[src/rtl/cttc_pkg.sv]
// Package with the shared types, sizes and command codes of the change-triggered trace capture unit.
package cttc_pkg;

    localparam int WATCHED_WORDS = 5;
    localparam int CAPACITY      = 4096;

    localparam int ADDR_W  = $clog2(CAPACITY);
    localparam int COUNT_W = $clog2(CAPACITY + 1);
    localparam int WSEL_W  = (WATCHED_WORDS > 1) ? $clog2(WATCHED_WORDS) : 1;
    localparam int DATA_W  = 32;
    localparam int ENTRY_W = 2 * DATA_W;

    localparam logic [2:0] CMD_PRIME  = 3'd0;
    localparam logic [2:0] CMD_SAMPLE = 3'd1;
    localparam logic [2:0] CMD_ARM    = 3'd2;
    localparam logic [2:0] CMD_DISARM = 3'd3;
    localparam logic [2:0] CMD_READ   = 3'd4;

    typedef struct packed {
        logic [2:0]  cmd;
        logic [2:0]  word_index;
        logic [31:0] word_value;
        logic [31:0] timestamp;
        logic [11:0] read_index;
    } t_item;

    typedef struct packed {
        logic        changed;
        logic        stored;
        logic [12:0] entry_count;
        logic        armed;
        logic [31:0] read_value;
        logic [31:0] read_time;
    } t_result;

    typedef struct packed {
        logic load;
        logic exec;
        logic rd_done;
    } t_ctl;

    typedef struct packed {
        logic is_read;
    } t_sts;

endpackage

[src/rtl/cttc_ctrl.sv]
// Controller state machine that sequences each command through the datapath.
module cttc_ctrl
    import cttc_pkg::*;
(
    input  logic i_clk,
    input  logic i_rst_n,
    input  logic i_start,
    input  t_sts i_sts,
    output t_ctl o_ctl,
    output logic o_busy,
    output logic o_valid
);

    typedef enum logic [1:0] {
        ST_IDLE,
        ST_EXEC,
        ST_READ
    } t_state;

    t_state r_state, n_state;
    logic   r_valid, n_valid;

    always_comb begin
        n_state = r_state;
        n_valid = 1'b0;
        case (r_state)
            ST_IDLE: begin
                if (i_start) begin
                    n_state = ST_EXEC;
                end
            end
            ST_EXEC: begin
                if (i_sts.is_read) begin
                    n_state = ST_READ;
                end else begin
                    n_state = ST_IDLE;
                    n_valid = 1'b1;
                end
            end
            ST_READ: begin
                n_state = ST_IDLE;
                n_valid = 1'b1;
            end
            default: begin
                n_state = ST_IDLE;
            end
        endcase
    end

    always_ff @(posedge i_clk) begin
        if (!i_rst_n) begin
            r_state <= ST_IDLE;
            r_valid <= 1'b0;
        end else begin
            r_state <= n_state;
            r_valid <= n_valid;
        end
    end

    assign o_busy          = (r_state != ST_IDLE);
    assign o_valid         = r_valid;
    assign o_ctl.load      = i_start && (r_state == ST_IDLE);
    assign o_ctl.exec      = (r_state == ST_EXEC);
    assign o_ctl.rd_done   = (r_state == ST_READ);

`ifndef ASSERT_OFF
    a_valid_when_idle: assert property (@(posedge i_clk) disable iff (!i_rst_n)
        o_valid |-> !o_busy)
        else $error("Result strobe raised while busy.");

    a_accept_busy: assert property (@(posedge i_clk) disable iff (!i_rst_n)
        o_ctl.load |=> o_busy)
        else $error("Accepted transfer did not make the block busy.");

    a_valid_after_work: assert property (@(posedge i_clk) disable iff (!i_rst_n)
        $rose(o_valid) |-> $past(o_ctl.exec && !i_sts.is_read) || $past(o_ctl.rd_done))
        else $error("Result strobe without a finished command.");
`endif

endmodule

[config.mk]
export PLATFORM = sky130hd
export DESIGN_NAME = cttc_ctrl
export DESIGN_NICKNAME = d
export VERILOG_FILES = /design/src/rtl/cttc_pkg.sv /design/src/rtl/cttc_ctrl.sv
export SDC_FILE = /design/constraint.sdc
export NUM_CORES = 1
export LEC_CHECK = 0
export BUFFER_PORTS_ARGS = -buffer_cell sky130_fd_sc_hd__buf_2
export CAP_MARGIN = 10
export CORE_AREA = 2 2 39 41
export DETAILED_ROUTE_END_ITERATION = 8
export DIE_AREA = 0 0 41 43
export GPL_ROUTABILITY_DRIVEN = 0
export SLEW_MARGIN = 15
export SYNTH_ARGS = -nofsm -noshare
export SYNTH_HDL_FRONTEND = slang
export SYNTH_SLANG_ARGS = --single-unit
[constraint.sdc]
create_clock -name i_clk -period 0.99 [get_ports i_clk]
set_input_delay 0.099 -clock i_clk [delete_from_list [all_inputs] [get_ports i_clk]]
set_output_delay 0.099 -clock i_clk [all_outputs]
set_load 0.05 [all_outputs]
==> flow_summary.ini, run 1 <==
[outcome]
status = finished, violations left
violations = negative setup slack

[detailed_routing]
num_vias = 202
detail-route-antenna-nets = 0
vias_per_cell = 3.54
wl_per_cell_um = 7.84
wl_um = 447
dr.pass1.iters = 4
drt_iter0_drc = 1
drcViolationCount = 0

[power_and_ir_drop]
pwr-share-seq_pct = 21.3
pwr-share-comb_pct = 48.0
p_sw_mw = 0.245
p_sw_share_pct = 35.4
leakage_nw = 0.205
p_int_mw = 0.446
p_per_area_nw_per_um2 = 1570
peakVddDrop_mv = 0.483
clkPwrFrac_pct = 30.7

[synth]
ys_types = 11
ys_seq_area_share_pct = 28.9
syn_nets = 31
ys_seq_elements = 3
ys_warn_count = 0
syn_area_um2 = 208
syn_inst = 22
syn_avg_cell_area_um2 = 9.44

[worst_setup_path]
cp-start-kind = flip-flop
required_ns = 0.89
critPathKind = reg2out
r2r_cells = 6
end_kind = primary output
slowest_delay_ns = 0.36
crit_slowest_cell = dfxtp_4
path_buf_inv = 2
crit_arrival_ns = 1.08
path_depth = 4
rr_endpoint = r_state[1]$_SDFFE_PN0P_
worstSetupEndpoint = o_ctl[2]
r2r_slack_ns = -0.16
critPathMaxFanout = 4
path_delay_family = flip-flops
r2r-start = r_state[0]$_SDFFE_PN0P_
critPathLaunch = r_state[0]$_SDFFE_PN0P_
path_cells = inv_4, ha_4, and2_4, buf_8

[worst_hold_path]
hold_depth = 2
worstHoldPathType = in2reg

[grt]
use_met2_pct = 8.44
grt_busiest_layer = met2
grt_pass1_wl_um = 710
gr-usage-met3_pct = 3.14
grt-ovfl-total = 0
antenna_found_initial = 0
grt_use_met1_pct = 7.03
globalRouteTotalUtil_pct = 6.71
grt_pass1_vias = 197
grt_max_degree = 6

[final_layout]
area_growth_pct = 111
final_util_pct = 31.7
nets = 51
fillers = 159
diodes = 0
final_layout_size_suffix_gt1_share_pct = 70.7
fin_cells = 57

[place]
post-place-ws_ns = -0.0631
dpl.hpwl_um = 358
dpl.cell_count = 51
port_buffers = 8

[timing]
skew_ns = 0.00118
hold_ws_ns = 0.101
relSlewSlack_pct = 83.6
fin_ws_ns = -0.189
setup_viol = 7
period_share_pct = 119
hold_viol_final = 0
tightest_slew_ns = 0.248
fmax_ghz = 0.848
rsz0062_at_grt = true
fin_crit_ns = 1.18
slew_violations = 0

[cts]
clockRootBuffer = clkbuf_4
htree_levels = 1
clock_latency_ns = 0.23
clockBufferDepth = 2
clock_sinks = 3
hold_buffers = 0
cts_inserted_buffers = 3
cts_tree = done
clkTransAtPathRegs_ns = 0.04

[floorplanning]
rows = 14
die_area_um2 = 1760
ios = 9
die_x_um = 41
initial_core_util_pct = 15.0
core_area_um2 = 1380
die_h_um = 43

[job]
maxCapViolCount = 0
routing by layer:
layer | wire, um | share of wire (%)
met5 | 0 | 0
met3 | 24 | 5.4
met2 | 236 | 53
met1 | 185 | 41
met4 | 0 | 0
synthesized netlist by cell type:
library cell | n | area (um^2)
dfxtp_1 | 3 | 60.1
mux2i_1 | 2 | 20.0
nand2_1 | 2 | 7.51
and2_1 | 1 | 6.26
nand2b_4 | 1 | 13.8
nor2_1 | 1 | 3.75
a21oi_1 | 1 | 5.00
and2_2 | 1 | 7.51
ha_1 | 5 | 62.6
nor2b_1 | 1 | 6.26
inv_1 | 4 | 15.0
logic make-up after synthesis:
group	after synthesis	synth area share, %
compound gates	1	2.41
fa+ha+maj	5	30.1
buf+inv	4	7.23
flops	3	28.9
mux	2	9.64
simple gates	7	21.7
layout by cell type (no fill, tap or decap), types with 2 or more instances in the layout:
master / instances
buf_4: 6
ha_4: 3
mux2i_1: 2
clkbuf_4: 3
nand2_1: 2
buf_8: 2
buf_6: 3
buf_2: 4
ha_1: 2
inv_4: 2
power by group through the flow:
| stage | clock [mW] | sequential [mW] | combinational (mW) |
|---|---|---|---|
| final | 0.212 | 0.147 | 0.332 |
| after global routing | 0.239 | 0.148 | 0.360 |
| after CTS | 0.225 | 0.147 | 0.327 |
| after detailed placement | 0 | 0.149 | 0.269 |
| after global placement | 0 | 0.148 | 0.266 |
| after floorplan | 0 | 0.157 | 0.196 |
worst min-delay path by stage:
| stage | startpoint | endpoint | slack (ns) |
|---|---|---|---|
| after floorplan | i_rst_n | o_valid$_SDFF_PN0_ | 0.22 |
| after global placement | i_rst_n | r_state[0]$_SDFFE_PN0P_ | 0.33 |
| after detailed placement | i_rst_n | r_state[1]$_SDFFE_PN0P_ | 0.33 |
| after CTS | i_rst_n | r_state[1]$_SDFFE_PN0P_ | 0.09 |
| after global routing | i_rst_n | r_state[1]$_SDFFE_PN0P_ | 0.1 |
| final | i_rst_n | r_state[0]$_SDFFE_PN0P_ | 0.10 |
state kept, by name, indices dropped and copies added, names as in the netlist:
signal	flops
r_state	2
o_valid	1
layout make-up:
type | count | area (um^2) | area share, %
clock buffers | 4 | 26.3 | 5.98
well taps | 16 | 20.0 | 4.56
inverters | 4 | 23.8 | 5.41
flip-flops and latches | 3 | 65.1 | 14.8
multi-input cells | 15 | 175 | 39.9
repair buffers | 15 | 129 | 29.3
timing repair:
action                     CTS  global route
pin swaps                    4             3
setup buffers                1             1
setup endpoints to repair    7             7
resized for setup           12             1
per-stage QoR:
step	power, mW	setup TNS, ns	instance area [um^2]
after global placement	0.414	-0.101	357
after detailed placement	0.418	-0.138	357
after floorplan	0.354	0	259
after CTS	0.700	-1.04	428
final	0.691	-1.03	439
after global routing	0.746	-1.37	439
No activity file was read; power rests on OpenSTA's default activity.
==> run 2: changes to the inputs <==
--- a/config.mk
+++ b/config.mk
@@ -11,6 +11,7 @@
 export DETAILED_ROUTE_END_ITERATION = 8
 export DIE_AREA = 0 0 41 43
 export GPL_ROUTABILITY_DRIVEN = 0
+export HOLD_SLACK_MARGIN = 0.15
 export SLEW_MARGIN = 15
 export SYNTH_ARGS = -nofsm -noshare
 export SYNTH_HDL_FRONTEND = slang
==> constraint.sdc (replaced) <==
create_clock -name i_clk -period 0.99 [get_ports i_clk]
set_input_delay 0.1485 -clock i_clk [delete_from_list [all_inputs] [get_ports i_clk]]
set_output_delay 0.1485 -clock i_clk [all_outputs]
set_load 0.05 [all_outputs]
==> flow_summary.ini, run 2 (synthesized netlist as in run 1, its figures left out) <==
[floorplanning]
die_h_um = 43
die_x_um = 41
initial_core_util_pct = 15.0
die_area_um2 = 1760
core_area_um2 = 1380
ios = 9
rows = 14

[detailed_routing]
dr.pass1.iters = 1
wl_per_cell_um = 7.72
detail-route-antenna-nets = 0
drcViolationCount = 0
num_vias = 214
drt_iter0_drc = 0
wl_um = 471
vias_per_cell = 3.51

[outcome]
status = finished, violations left
violations = negative setup slack

[worst_setup_path]
critPathKind = reg2out
critPathMaxFanout = 4
path_delay_family = flip-flops
r2r_slack_ns = -0.16
path_depth = 4
r2r_cells = 6
crit_slowest_cell = dfxtp_2
rr_endpoint = r_state[1]$_SDFFE_PN0P_
critPathLaunch = r_state[1]$_SDFFE_PN0P_
path_cells = inv_4, ha_4, and2_4, buf_8
slowest_delay_ns = 0.34
r2r-start = r_state[1]$_SDFFE_PN0P_
path_buf_inv = 2
end_kind = primary output
required_ns = 0.84
crit_arrival_ns = 1.06
worstSetupEndpoint = o_ctl[2]
cp-start-kind = flip-flop

[final_layout]
mostFrequentLayoutCells = 10 x buf_4, 4 x buf_2, 3 x ha_4, 3 x clkbuf_4, 3 x buf_8
diodes = 0
fillers = 150
seq_area_um2 = 65.1
largest_reg_flops = 2
multiInputGateArea_um2 = 179
nets = 55
area_growth_pct = 129
final_layout_size_suffix_gt1_share_pct = 73.3
final_common_cell = buf_4
regMostFlops = r_state

[cts]
clock_latency_ns = 0.23
clkTransAtPathRegs_ns = 0.04
clockBufferDepth = 2
clock_sinks = 3
htree_levels = 1
clockRootBuffer = clkbuf_4
cts_inserted_buffers = 3
cts_tree = done

[timing]
setup_viol = 7
rsz0062_at_grt = true
fin_tns_setup_ns = -1.20
fmax_ghz = 0.827
period_share_pct = 122
hold_viol_final = 0
hold_ws_ns = 0.266
fin_crit_ns = 1.21
skew_ns = 0.00263
fin_ws_ns = -0.220
relSlewSlack_pct = 83.7
slew_violations = 0
tightest_slew_ns = 0.246

[grt]
grt_pass1_wl_um = 759
grt_pass1_vias = 216
globalRouteTotalUtil_pct = 6.83
antenna_found_initial = 0
grt-ovfl-total = 0
grt_max_degree = 5

[job]
maxCapViolCount = 0

[power_and_ir_drop]
leakage_nw = 0.220
p_per_area_nw_per_um2 = 1500
peakVddDrop_mv = 0.574
total_power_mw = 0.713

[place]
port_buffers = 8
dpl.hpwl_um = 331

[worst_hold_path]
hold_depth = 4
worstHoldPathType = in2reg
run 2: where the power goes:
part           internal [mW]  leakage (nW)  switching, mW  total (mW)
combinational          0.177         0.179          0.179       0.356
clock                  0.151        0.0150         0.0626       0.214
sequential             0.134        0.0256        0.00832       0.143
run 2: worst min path at each step:
stage	endpoint	startpoint	slack (ns)
finish	o_valid$_SDFF_PN0_	i_sts	0.27
global placement	r_state[1]$_SDFFE_PN0P_	i_rst_n	0.38
CTS	o_valid$_SDFF_PN0_	i_sts	0.25
global route	o_valid$_SDFF_PN0_	i_sts	0.30
floorplan	o_valid$_SDFF_PN0_	i_rst_n	0.27
detailed placement	r_state[1]$_SDFFE_PN0P_	i_rst_n	0.39
run 2: worst min-delay path: cells and delay by family:
family,cells,cell delay (ns)
buf+inv,2,0.16
compound gates,1,0.06
simple gates,1,0.09
run 2: cell type report:
| type | count | share of cell area, % |
|---|---|---|
| inverters | 4 | 5.00 |
| clock buffers | 4 | 5.53 |
| well taps | 16 | 4.21 |
| multi-input cells | 15 | 37.6 |
| flip-flops and latches | 3 | 13.7 |
| repair buffers | 19 | 33.9 |
run 2: per-stage QoR:
stage	cell area (um^2)	std cells	setup slack (ns)	util [%]
finish	475	61	-0.220	34.4
global placement	350	50	-0.0874	25.3
CTS	445	58	-0.231	32.2
global route	475	61	-0.254	34.4
detailed placement	350	50	-0.0934	25.3
floorplan	260	22	0.00638	-
run 2: repair_timing:
action,4_1_cts,5_1_grt
gates resized for setup,11,2
pin swaps,4,4
setup buffers,3,3
hold buffers,1,0
hold endpoints to repair,1,0
endpoints found under the setup margin,7,7
run 2: layer usage:
| metal | vias up | track usage (%) | share of wire, % |
|---|---|---|---|
| met1 | 94 | 8.04 | 39 |
| li1 | 112 | - | - |
| met5 | - | 0 | 0 |
| met3 | 0 | 1.57 | 7.6 |
| met2 | 8 | 8.75 | 54 |
| met4 | 0 | 8.00 | 0 |
==> run 3: changes to the inputs <==
--- a/config.mk
+++ b/config.mk
@@ -6,12 +6,12 @@
 export NUM_CORES = 1
 export LEC_CHECK = 0
 export BUFFER_PORTS_ARGS = -buffer_cell sky130_fd_sc_hd__buf_2
-export CAP_MARGIN = 10
 export CORE_AREA = 2 2 39 41
 export DETAILED_ROUTE_END_ITERATION = 8
 export DIE_AREA = 0 0 41 43
 export GPL_ROUTABILITY_DRIVEN = 0
-export HOLD_SLACK_MARGIN = 0.15
+export HOLD_SLACK_MARGIN = 0.1
+export PLACE_DENSITY = 0.44
 export SLEW_MARGIN = 15
 export SYNTH_ARGS = -nofsm -noshare
 export SYNTH_HDL_FRONTEND = slang
==> flow_summary.ini, run 3 (synthesized netlist as in run 1, its figures left out) <==
[outcome]
status = finished, violations left
violations = negative setup slack

[final_layout]
final_layout_size_suffix_gt1_share_pct = 70.0
nets = 50
area_growth_pct = 117
fillers = 157
largest_reg_flops = 2
fin_cells = 56
regMostFlops = r_state
mostFrequentLayoutCells = 4 x buf_2, 4 x buf_4, 3 x ha_4, 3 x clkbuf_4, 3 x buf_6
diodes = 0

[timing]
fin_ws_ns = -0.222
setup_viol = 6
skew_ns = 0.00441
period_share_pct = 122
relSlewSlack_pct = 83.1
slew_violations = 0
rsz0062_at_grt = true
fin_tns_setup_ns = -1.07
tightest_slew_ns = 0.255
hold_viol_final = 0
fmax_ghz = 0.825
fin_crit_ns = 1.21

[cts]
cts_inserted_buffers = 3
clockRootBuffer = clkbuf_4
clkTransAtPathRegs_ns = 0.04
clockBufferDepth = 2
htree_levels = 1
cts_tree = done
clock_sinks = 3
clock_latency_ns = 0.23

[place]
dpl.hpwl_um = 401
port_buffers = 8
dpl.cell_count = 50
post-place-ws_ns = -0.0939

[grt]
grt_pass1_wl_um = 855
grt_pass1_vias = 217
grt-ovfl-total = 0
antenna_found_initial = 0
globalRouteTotalUtil_pct = 8.15
grt_max_degree = 5

[power_and_ir_drop]
leakage_nw = 0.208
peakVddDrop_mv = 0.654
p_per_area_nw_per_um2 = 1560

[floorplanning]
die_x_um = 41
die_area_um2 = 1760
die_h_um = 43
rows = 14
initial_core_util_pct = 15.0
ios = 9
core_area_um2 = 1380

[worst_hold_path]
worstHoldPathType = in2reg

[detailed_routing]
drt_iter0_drc = 0
drcViolationCount = 0
num_vias = 206
dr.pass1.iters = 1
detail-route-antenna-nets = 0
wl_um = 502
vias_per_cell = 3.68
wl_per_cell_um = 8.96

[worst_setup_path]
end_kind = primary output
critPathKind = reg2out
cp-start-kind = flip-flop
crit_arrival_ns = 1.06
critPathMaxFanout = 3
required_ns = 0.84

[job]
maxCapViolCount = 0
[run 3: final timing paths]
kind                            from  cells past startpoint                       to  slack, ns
min                          i_rst_n                      2  r_state[1]$_SDFFE_PN0P_       0.16
min reg2reg  r_state[0]$_SDFFE_PN0P_                      3  r_state[0]$_SDFFE_PN0P_       0.68
max          r_state[1]$_SDFFE_PN0P_                      4                 o_ctl[2]      -0.22
max reg2reg  r_state[1]$_SDFFE_PN0P_                      6  r_state[1]$_SDFFE_PN0P_      -0.16
[run 3: area by class of cell]
type / instances / area [um^2] / area share, %
timing repair buffer: 14 / 134 / 29.6
clock buffer: 4 / 26.3 / 5.82
multi-input combinational: 15 / 183 / 40.4
sequential: 3 / 65.1 / 14.4
tap: 16 / 20.0 / 4.43
inverter: 4 / 23.8 / 5.26
[run 3: timing repair]
item | CTS | global route
setup buffers | 2 | 0
hold buffers | 0 | 0
gates resized for setup | 12 | 1
setup endpoints to repair | 7 | 7
pin swaps | 4 | 2
[run 3: worst max-delay path: stages (launching register included)]
cell     delay [ns]
dfxtp_2        0.34
inv_4          0.05
ha_4           0.16
and2_4         0.14
buf_8          0.14
[run 3: report_power, final]
part | total (mW) | internal (mW) | switching [mW]
registers | 0.143 | 0.134 | 0.00852
clock network | 0.211 | 0.151 | 0.0601
logic | 0.350 | 0.169 | 0.181
[run 3: per-layer routing]
metal  global-route usage, %  share of wire (%)  up-vias
li1                        -                  -      103
met1                    7.12                 37       97
met2                    11.9                 57        6
met3                    4.71                5.6        0
met4                    8.00                  0        0
met5                       0                  0        -
[run 3: per-stage QoR]
| step | instance area (um^2) | util (%) | hold WS, ns | power, mW |
|---|---|---|---|---|
| after global placement | 363 | 26.2 | 0.386 | 0.417 |
| after floorplan | 260 | - | 0.274 | 0.358 |
| after global routing | 452 | 32.6 | 0.163 | 0.763 |
| final | 452 | 32.6 | 0.161 | 0.704 |
| after CTS | 444 | 32.1 | 0.157 | 0.714 |
| after detailed placement | 363 | 26.2 | 0.391 | 0.423 |
